<file path="src/rtl/core/qotp_pkg.sv">
// Shared types and constants for the outline-to-path converter.
`timescale 1ns / 1ps

package qotp_pkg;

	localparam int COORD_BITS = 16;

	typedef logic signed [COORD_BITS-1:0] coord_t;

	typedef enum logic [1:0] {
		CMD_MOVE  = 2'd0,
		CMD_LINE  = 2'd1,
		CMD_CURVE = 2'd2,
		CMD_CLOSE = 2'd3
	} cmd_t;

	typedef struct packed {
		coord_t x;
		coord_t y;
		logic   on;
	} point_t;

endpackage

</file>
<file path="src/rtl/core/qotp_point_if.sv">
// Outline point channel: valid/ready with one point per beat.
`timescale 1ns / 1ps

interface qotp_point_if;
	logic             valid;
	logic             ready;
	qotp_pkg::coord_t point_x;
	qotp_pkg::coord_t point_y;
	logic             on_curve;
	logic             contour_end;

	modport source (output valid, output point_x, output point_y, output on_curve,
		output contour_end, input ready);
	modport sink (input valid, input point_x, input point_y, input on_curve,
		input contour_end, output ready);
endinterface

</file>
<file path="src/rtl/core/qotp_cmd_if.sv">
// Path command channel: valid/ready with one command per beat.
`timescale 1ns / 1ps

interface qotp_cmd_if;
	logic             valid;
	logic             ready;
	qotp_pkg::cmd_t   command;
	qotp_pkg::coord_t first_x;
	qotp_pkg::coord_t first_y;
	qotp_pkg::coord_t end_x;
	qotp_pkg::coord_t end_y;
	logic             last_result;

	modport source (output valid, output command, output first_x, output first_y,
		output end_x, output end_y, output last_result, input ready);
	modport sink (input valid, input command, input first_x, input first_y,
		input end_x, input end_y, input last_result, output ready);
endinterface

</file>
<file path="src/rtl/core/quadratic_outline_to_path_top.sv">
// Outline point stream to move/line/curve/close path commands.
//
// Channels: outline takes one point per beat (x, y, on-curve tag, contour end mark);
// path gives one command per beat, last_result marking the final command of a point.
// A point enters an input register, the drawing steps for it are worked out in one
// pass of combinational logic, and up to five commands land together in a result
// register that the path side drains one per beat.
// The first command of a point is shown once the point has passed the input register
// and its commands have been loaded into the result register once that has freed.
// Throughput: one point per cycle while each point gives at most one command and
// the path stays ready; a point with more commands holds the result register until
// path has taken them all. The input register takes one more point while results wait.
// Points that give no command pass straight through without using the result register.
// Reset clears both registers and the contour point count; stored contour points
// need no clearing. When path stalls, the result register holds, then the input
// register fills and outline.ready drops until the result register frees.
`timescale 1ns / 1ps

module quadratic_outline_to_path_top (
	input logic         clk,
	input logic         arst_n,
	qotp_point_if.sink  outline,
	qotp_cmd_if.source  path
);

	localparam int NSLOT    = 6;
	localparam int SL_OPEN  = 0;
	localparam int SL_A_MV  = 1;
	localparam int SL_A_DR  = 2;
	localparam int SL_B_DR  = 3;
	localparam int SL_C_DR  = 4;
	localparam int SL_CLOSE = 5;
	localparam int CW       = qotp_pkg::COORD_BITS;

	typedef struct packed {
		qotp_pkg::cmd_t   command;
		qotp_pkg::coord_t fx;
		qotp_pkg::coord_t fy;
		qotp_pkg::coord_t ex;
		qotp_pkg::coord_t ey;
	} slot_t;

	typedef struct packed {
		logic  mv_v;
		slot_t mv;
		logic  dr_v;
		slot_t dr;
	} step_t;

	function automatic qotp_pkg::coord_t half_sum(qotp_pkg::coord_t a, qotp_pkg::coord_t b);
		logic signed [CW:0] s;
		s = {a[CW-1], a} + {b[CW-1], b};
		s = s + {{CW{1'b0}}, s[CW]};
		return s[CW:1];
	endfunction

	function automatic step_t do_step(qotp_pkg::point_t a, qotp_pkg::point_t b,
		qotp_pkg::point_t c, logic first);
		step_t r;
		r = '0;
		if (!a.on && !b.on) begin
			r.mv_v       = first;
			r.mv.command = qotp_pkg::CMD_MOVE;
			r.mv.fx      = half_sum(a.x, b.x);
			r.mv.fy      = half_sum(a.y, b.y);
		end
		if (!b.on) begin
			r.dr_v       = 1'b1;
			r.dr.command = qotp_pkg::CMD_CURVE;
			r.dr.fx      = b.x;
			r.dr.fy      = b.y;
			r.dr.ex      = c.on ? c.x : half_sum(b.x, c.x);
			r.dr.ey      = c.on ? c.y : half_sum(b.y, c.y);
		end else if (a.on) begin
			r.dr_v       = 1'b1;
			r.dr.command = qotp_pkg::CMD_LINE;
			r.dr.fx      = b.x;
			r.dr.fy      = b.y;
		end
		return r;
	endfunction

	qotp_pkg::point_t in_pt;
	logic             in_beat;
	logic             out_beat;

	qotp_pkg::point_t start_q, second_q, older_q, newer_q;
	logic [1:0]       ps_q;

	logic             valid_s1;
	logic             last_s1;
	logic [1:0]       ps_s1;
	qotp_pkg::point_t p_s1, start_s1, second_s1, older_s1, newer_s1;

	qotp_pkg::point_t a_a, a_b, a_c, b_a, b_b, b_c;
	logic             a_first, a_en, b_en, c_en;
	step_t            step_a, step_b, step_c;
	logic [NSLOT-1:0] mask_nx;
	slot_t            slot_nx [NSLOT];

	logic [NSLOT-1:0] mask_s2;
	slot_t            slot_s2 [NSLOT];
	logic [NSLOT-1:0] lowbit;
	slot_t            sel;
	logic             s2_free;
	logic             s1_adv;
	logic             s2_load;

	assign in_pt    = '{x: outline.point_x, y: outline.point_y, on: outline.on_curve};
	assign in_beat  = outline.valid && outline.ready;
	assign out_beat = path.valid && path.ready;

	// pick the window of each drawing step
	always_comb begin
		a_a     = p_s1;
		a_b     = p_s1;
		a_c     = p_s1;
		a_first = 1'b1;
		b_a     = p_s1;
		b_b     = start_s1;
		b_c     = p_s1;
		a_en    = last_s1;
		b_en    = 1'b0;
		c_en    = 1'b0;
		unique case (ps_s1) inside
			2'd0: begin
				a_en = last_s1;
			end
			2'd1: begin
				a_a  = start_s1;
				a_c  = start_s1;
				b_en = last_s1;
			end
			2'd2, 2'd3: begin
				a_a     = older_s1;
				a_b     = newer_s1;
				a_first = (ps_s1 == 2'd2);
				a_en    = 1'b1;
				b_a     = newer_s1;
				b_b     = p_s1;
				b_c     = start_s1;
				b_en    = last_s1;
				c_en    = last_s1;
			end
		endcase
	end

	assign step_a = do_step(a_a, a_b, a_c, a_first);
	assign step_b = do_step(b_a, b_b, b_c, 1'b0);
	assign step_c = do_step(p_s1, start_s1, second_s1, 1'b0);

	always_comb begin
		mask_nx           = '0;
		mask_nx[SL_OPEN]  = (ps_s1 == 2'd0);
		mask_nx[SL_A_MV]  = a_en && step_a.mv_v;
		mask_nx[SL_A_DR]  = a_en && step_a.dr_v;
		mask_nx[SL_B_DR]  = b_en && step_b.dr_v;
		mask_nx[SL_C_DR]  = c_en && step_c.dr_v;
		mask_nx[SL_CLOSE] = last_s1;

		slot_nx[SL_OPEN]         = '0;
		slot_nx[SL_OPEN].command = qotp_pkg::CMD_MOVE;
		slot_nx[SL_OPEN].fx      = p_s1.x;
		slot_nx[SL_OPEN].fy      = p_s1.y;
		slot_nx[SL_A_MV]         = step_a.mv;
		slot_nx[SL_A_DR]         = step_a.dr;
		slot_nx[SL_B_DR]         = step_b.dr;
		slot_nx[SL_C_DR]         = step_c.dr;
		slot_nx[SL_CLOSE]        = '0;
		slot_nx[SL_CLOSE].command = qotp_pkg::CMD_CLOSE;
	end

	assign lowbit  = mask_s2 & (~mask_s2 + NSLOT'(1));
	assign s2_free = (mask_s2 == '0) || (out_beat && (mask_s2 == lowbit));
	assign s1_adv  = valid_s1 && ((mask_nx == '0) || s2_free);
	assign s2_load = valid_s1 && (mask_nx != '0) && s2_free;

	assign outline.ready = !valid_s1 || s1_adv;

	always_ff @(posedge clk or negedge arst_n) begin
		if (!arst_n) begin
			valid_s1 <= 1'b0;
			mask_s2  <= '0;
			ps_q     <= 2'd0;
		end else begin
			if (outline.ready) begin
				valid_s1 <= outline.valid;
			end
			if (s2_load) begin
				mask_s2 <= mask_nx;
			end else if (out_beat) begin
				mask_s2 <= mask_s2 & ~lowbit;
			end
			if (in_beat) begin
				if (outline.contour_end) begin
					ps_q <= 2'd0;
				end else if (ps_q != 2'd3) begin
					ps_q <= ps_q + 2'd1;
				end
			end
		end
	end

	always_ff @(posedge clk) begin
		if (in_beat) begin
			p_s1      <= in_pt;
			last_s1   <= outline.contour_end;
			ps_s1     <= ps_q;
			start_s1  <= start_q;
			second_s1 <= second_q;
			older_s1  <= older_q;
			newer_s1  <= newer_q;
			case (ps_q) inside
				2'd0: begin
					start_q <= in_pt;
				end
				2'd1: begin
					second_q <= in_pt;
					older_q  <= start_q;
					newer_q  <= in_pt;
				end
				default: begin
					older_q <= newer_q;
					newer_q <= in_pt;
				end
			endcase
		end
		if (s2_load) begin
			slot_s2 <= slot_nx;
		end
	end

	always_comb begin
		sel = '0;
		for (int i = 0; i < NSLOT; i++) begin
			if (lowbit[i]) begin
				sel = slot_s2[i];
			end
		end
	end

	assign path.valid       = (mask_s2 != '0);
	assign path.command     = sel.command;
	assign path.first_x     = sel.fx;
	assign path.first_y     = sel.fy;
	assign path.end_x       = sel.ex;
	assign path.end_y       = sel.ey;
	assign path.last_result = (mask_s2 == lowbit);

	a_close_is_last: assert property (@(posedge clk) disable iff (!arst_n)
		(path.valid && path.command == qotp_pkg::CMD_CLOSE) |-> path.last_result)
		else $error("close beat not marked last");

	a_drain_empties: assert property (@(posedge clk) disable iff (!arst_n)
		(out_beat && path.last_result && !s2_load) |=> !path.valid)
		else $error("result register still valid after last beat");

	a_contour_restart: assert property (@(posedge clk) disable iff (!arst_n)
		(in_beat && outline.contour_end) |=> (ps_q == 2'd0))
		else $error("point count not cleared at contour end");

	a_burst_bound: assert property (@(posedge clk) disable iff (!arst_n)
		$countones(mask_s2) <= 5)
		else $error("more than five commands pending");

endmodule

</file>
<file path="src/flat_wrapper.sv">
// flat-port wrapper written by rule: the top's interface ports become plain ports
module quadratic_outline_to_path_top_flat 
  (clk, arst_n, outline_valid, outline_point_x, outline_point_y, outline_on_curve, outline_contour_end, outline_ready, path_valid, path_command, path_first_x, path_first_y, path_end_x, path_end_y, path_last_result, path_ready);
  qotp_point_if outline_i ();
  qotp_cmd_if path_i ();
  input logic clk;
  input logic arst_n;
  input wire logic [$bits(outline_i.valid)-1:0] outline_valid;
  input wire logic [$bits(outline_i.point_x)-1:0] outline_point_x;
  input wire logic [$bits(outline_i.point_y)-1:0] outline_point_y;
  input wire logic [$bits(outline_i.on_curve)-1:0] outline_on_curve;
  input wire logic [$bits(outline_i.contour_end)-1:0] outline_contour_end;
  output wire logic [$bits(outline_i.ready)-1:0] outline_ready;
  output wire logic [$bits(path_i.valid)-1:0] path_valid;
  output wire logic [$bits(path_i.command)-1:0] path_command;
  output wire logic [$bits(path_i.first_x)-1:0] path_first_x;
  output wire logic [$bits(path_i.first_y)-1:0] path_first_y;
  output wire logic [$bits(path_i.end_x)-1:0] path_end_x;
  output wire logic [$bits(path_i.end_y)-1:0] path_end_y;
  output wire logic [$bits(path_i.last_result)-1:0] path_last_result;
  input wire logic [$bits(path_i.ready)-1:0] path_ready;
  assign outline_i.valid = outline_valid;
  assign outline_i.point_x = outline_point_x;
  assign outline_i.point_y = outline_point_y;
  assign outline_i.on_curve = outline_on_curve;
  assign outline_i.contour_end = outline_contour_end;
  assign outline_ready = outline_i.ready;
  assign path_valid = path_i.valid;
  assign path_command = path_i.command;
  assign path_first_x = path_i.first_x;
  assign path_first_y = path_i.first_y;
  assign path_end_x = path_i.end_x;
  assign path_end_y = path_i.end_y;
  assign path_last_result = path_i.last_result;
  assign path_i.ready = path_ready;
  quadratic_outline_to_path_top u_core (.clk(clk), .arst_n(arst_n), .outline(outline_i), .path(path_i));
endmodule
</file>
<file path="config.mk">
export PLATFORM = sky130hd
export DESIGN_NAME = quadratic_outline_to_path_top_flat
export DESIGN_NICKNAME = d
export VERILOG_FILES = /design/src/rtl/core/qotp_pkg.sv /design/src/rtl/core/qotp_point_if.sv /design/src/rtl/core/qotp_cmd_if.sv /design/src/rtl/core/quadratic_outline_to_path_top.sv /design/src/flat_wrapper.sv
export SDC_FILE = /design/constraint.sdc
export NUM_CORES = 1
export LEC_CHECK = 0
export BUFFER_PORTS_ARGS = -buffer_cell sky130_fd_sc_hd__buf_4
export CORE_UTILIZATION = 40
export DETAILED_ROUTE_END_ITERATION = 12
export HOLD_SLACK_MARGIN = 0.03
export RECOVER_POWER = 100
export SLEW_MARGIN = 20
export SYNTH_ARGS = -nofsm -noshare
export SYNTH_HDL_FRONTEND = slang
export SYNTH_SLANG_ARGS = --single-unit
</file>
<file path="constraint.sdc">
create_clock -name clk -period 21.1 [get_ports clk]
set_input_delay 4.22 -clock clk [delete_from_list [all_inputs] [get_ports clk]]
set_output_delay 4.22 -clock clk [all_outputs]
set_load 0.01 [all_outputs]
</file>
==> metrics.txt <==
violated checks=max-capacitance violations, max-slew violations; fin nets=between 3000 and 4000; clock slew at reported path FFs=0.06 ns; CTS Hold Bufs=0; All-Layer GR Usage=24.02%; Iter 0 DRT Violations=2154; DRC Markers=0; Top Metal Used=met4; Longest Clk Path Bufs=3; Worst-Skew Late Latency=0.64 ns; CTS tree=yes; share of layout cells above drive strength 1=6.785%; largest net degree at the start of global routing=142; asr flop ratio synth=under 10%; WS Path Type=flop to flop; Synth top area share=50.75%; dominant cells by area after synthesis=edfxtp_1, ha_1, nand2_1; PwrDens=199.0 mW/mm²; TNS Setup=0 ns; port bufs=roughly 110; vias in the first global route=roughly 24000; Distinct cells, synth=roughly 110; YS warnings=0; CP Launch Type=flop; Initial Util=40.50%; Max H-tree Level=2; Post-Syn Instances=3037; via count=25108; row count=105; antenna-violating nets left=0; Peak VDD IR=110.5 µV; Leakage=about 0.013 µW; Setup crit end kind=flop; power share of the combinational group=54.2%; Yosys reg bits=571; clock power share=14.6%; die area=0.08428 mm²; post-synth top area cell=edfxtp_1; Post-Route WL=104.0 mm; worst slew pin tran=7.094 ns; area post-placement=0.03515 mm²; first-pass GRT wire length=between 150 and 200 mm; crit share post-route=64.42%; Sink Count=roughly 570; Via density=5.943; DP Wirelength=75.50 mm; post-synthesis sequential area ratio=51.43%; initial antenna violation count=2; sequential power share=31.3%; CTS Root Cell=clkbuf_16; Max-Cap Viols=22; fin crit period=13.59 ns; Synth Cell Area=0.03325 mm²; Main synth FF type=edfxtp_1; Internal=around 4000 µW; status=complete, but fails checks; Setup Viol. Count Final=0; Setup Buffers After CTS=0; met2 routed WL=50.65 mm; critical path arrival=13.99 ns; grt ovf=0; switching power share of the total=45.11%; Slew Limit Fails=1138; WL per Instance=roughly 25 µm; CTS Buf Count=61; cell with the most instances after synthesis=edfxtp_1; Net Sw Power=3277 µW; DIE HEIGHT=290.3 µm; WP data required=21.50 ns; IO Count=107; synthesis-to-layout area growth=9.787%; final hold vios=0; EDFF count, synth=562; cts repair resizes=0; DR pass1 iterations=8; clk_skew=0.01773 ns; Post-synth top cells=edfxtp_1, nand2_1, nor2_1, o21ai_0, a21oi_1; core area=0.08211 mm²; Synth Area per Inst=10.95 µm²; Final GP Congestion=0.9489; die width=about 290 µm; fmax=73.57 MHz; Final Util=between 40% and 50%; max_slew headroom=-372.9%; worst-path fanout max=141; wire length on met1=42.42 mm; WL met3=5.340 mm; hold crit path type=flop to flop; design area=between 0.03 and 0.04 mm²; Synth Net Count=3220; RSZ-0062 raised after global routing=no
-- routing by layer --
metal	vias to the layer above	track usage, %
met5	-	0
met4	0	11.25
met3	242	2.600
met2	893	41.69
met1	12339	29.93
li1	11634	-
-- registers in the layout (all words and copies together) (netlist names) --
signal            cells
u_core.older_s1      33
u_core.second_q      33
u_core.mask_s2        6
u_core.newer_s1      33
u_core.older_q       33
u_core.second_s1     33
u_core.slot_s2      262
u_core.ps_s1          2
u_core.newer_q       33
u_core.ps_q           2
u_core.p_s1          33
u_core.last_s1        1
u_core.start_q       33
u_core.start_s1      33
u_core.valid_s1       1
-- power groups by stage --
stage	clock network, µW	registers [µW]	logic (µW)
after floorplan	0	2220	2900
after global placement	0	2230	3940
after detailed placement	0	2240	4010
after CTS	1070	2220	4030
after global routing	1120	2310	4300
final	1060	2270	3930
-- final cells by class --
type	count	area, µm²
clock inverter	42	365.4
inverter	137	515.5
timing repair buffer	143	611.8
antenna	1	2.502
multi-input combinational	2187	14970
fill	7655	45610
tap	1070	1339
sequential	571	17100
clock buffer	74	1597
-- stage by stage --
step	worst slack [ns]	hold slack (ns)	std cells	total power [µW]
2_1_floorplan	3.507	0.4003	3037	5118
3_3_place_gp	11.69	0.4014	4107	6166
3_5_place_dp	11.73	0.4045	4107	6242
4_1_cts	11.72	0.4027	4223	7320
5_1_grt	6.739	0.4014	4224	7730
6_report	7.508	0.4091	4225	7264
-- path summary, 6_finish.rpt --
check	cells after the start	from	slack [ns]	end
min	0	u_core.older_q[19]$_DFFE_PP_	0.41	u_core.older_s1[19]$_DFFE_PP_
min in group asynchronous	1	arst_n	3.53	u_core.ps_q[0]$_DFFE_PN0P_
max in group asynchronous	1	arst_n	17.18	u_core.mask_s2[0]$_DFFE_PN0P_
max reg2reg	18	u_core.ps_s1[1]$_DFFE_PP_	7.51	u_core.slot_s2[222]$_SDFFCE_PP0P_
max	18	u_core.ps_s1[1]$_DFFE_PP_	7.51	u_core.slot_s2[222]$_SDFFCE_PP0P_
min reg2reg	0	u_core.older_q[19]$_DFFE_PP_	0.41	u_core.older_s1[19]$_DFFE_PP_
-- cells in the final DEF, fill, tap and decap left out, types with 53 or more instances in the layout --
| master | Yosys | layout |
|---|---|---|
| o21ai_0 | 155 | 156 |
| edfxtp_1 | 562 | 562 |
| nand3_1 | 53 | 53 |
| ha_1 | 137 | 137 |
| xnor2_1 | 113 | 113 |
| inv_1 | 136 | 135 |
| a211oi_1 | 53 | 55 |
| xor2_1 | 60 | 60 |
| nand2_1 | 318 | 318 |
| nor2_1 | 234 | 232 |
| nor3_1 | 66 | 67 |
| a21oi_1 | 153 | 153 |
| clkbuf_1 | 114 | 135 |
| mux2i_1 | 80 | 80 |
| clkbuf_16 | 0 | 62 |
-- critical path, stage by stage (launching register included) --
cell	delay, ns
edfxtp_1	0.36
clkbuf_1	1.94
clkbuf_1	5.11
nand2b_1	0.40
clkbuf_1	1.23
nand2_1	0.12
nand2_1	0.15
ha_1	0.19
inv_1	0.07
fa_1	0.47
nand2b_1	0.17
o32ai_1	0.64
mux2i_1	0.21
a211oi_1	0.49
nand3b_1	0.14
nor4_1	0.86
nand3_1	0.19
xor2_1	0.19
a21oi_1	0.35
-- cell families (layout without fill, tap and decap cells) --
family	Yosys count	in the layout	synth area share [%]
AOI/OAI and AO/OA	770	770	16.57
adders and majority gates	147	147	5.701
DFF	571	571	51.43
other	0	1	0
muxes	133	133	4.203
xor gates and xnor gates	173	173	4.557
buffers and inverters	279	396	3.262
and+or+nand+nor	964	964	14.28
Note: power is estimated with default switching activity, not from simulation.
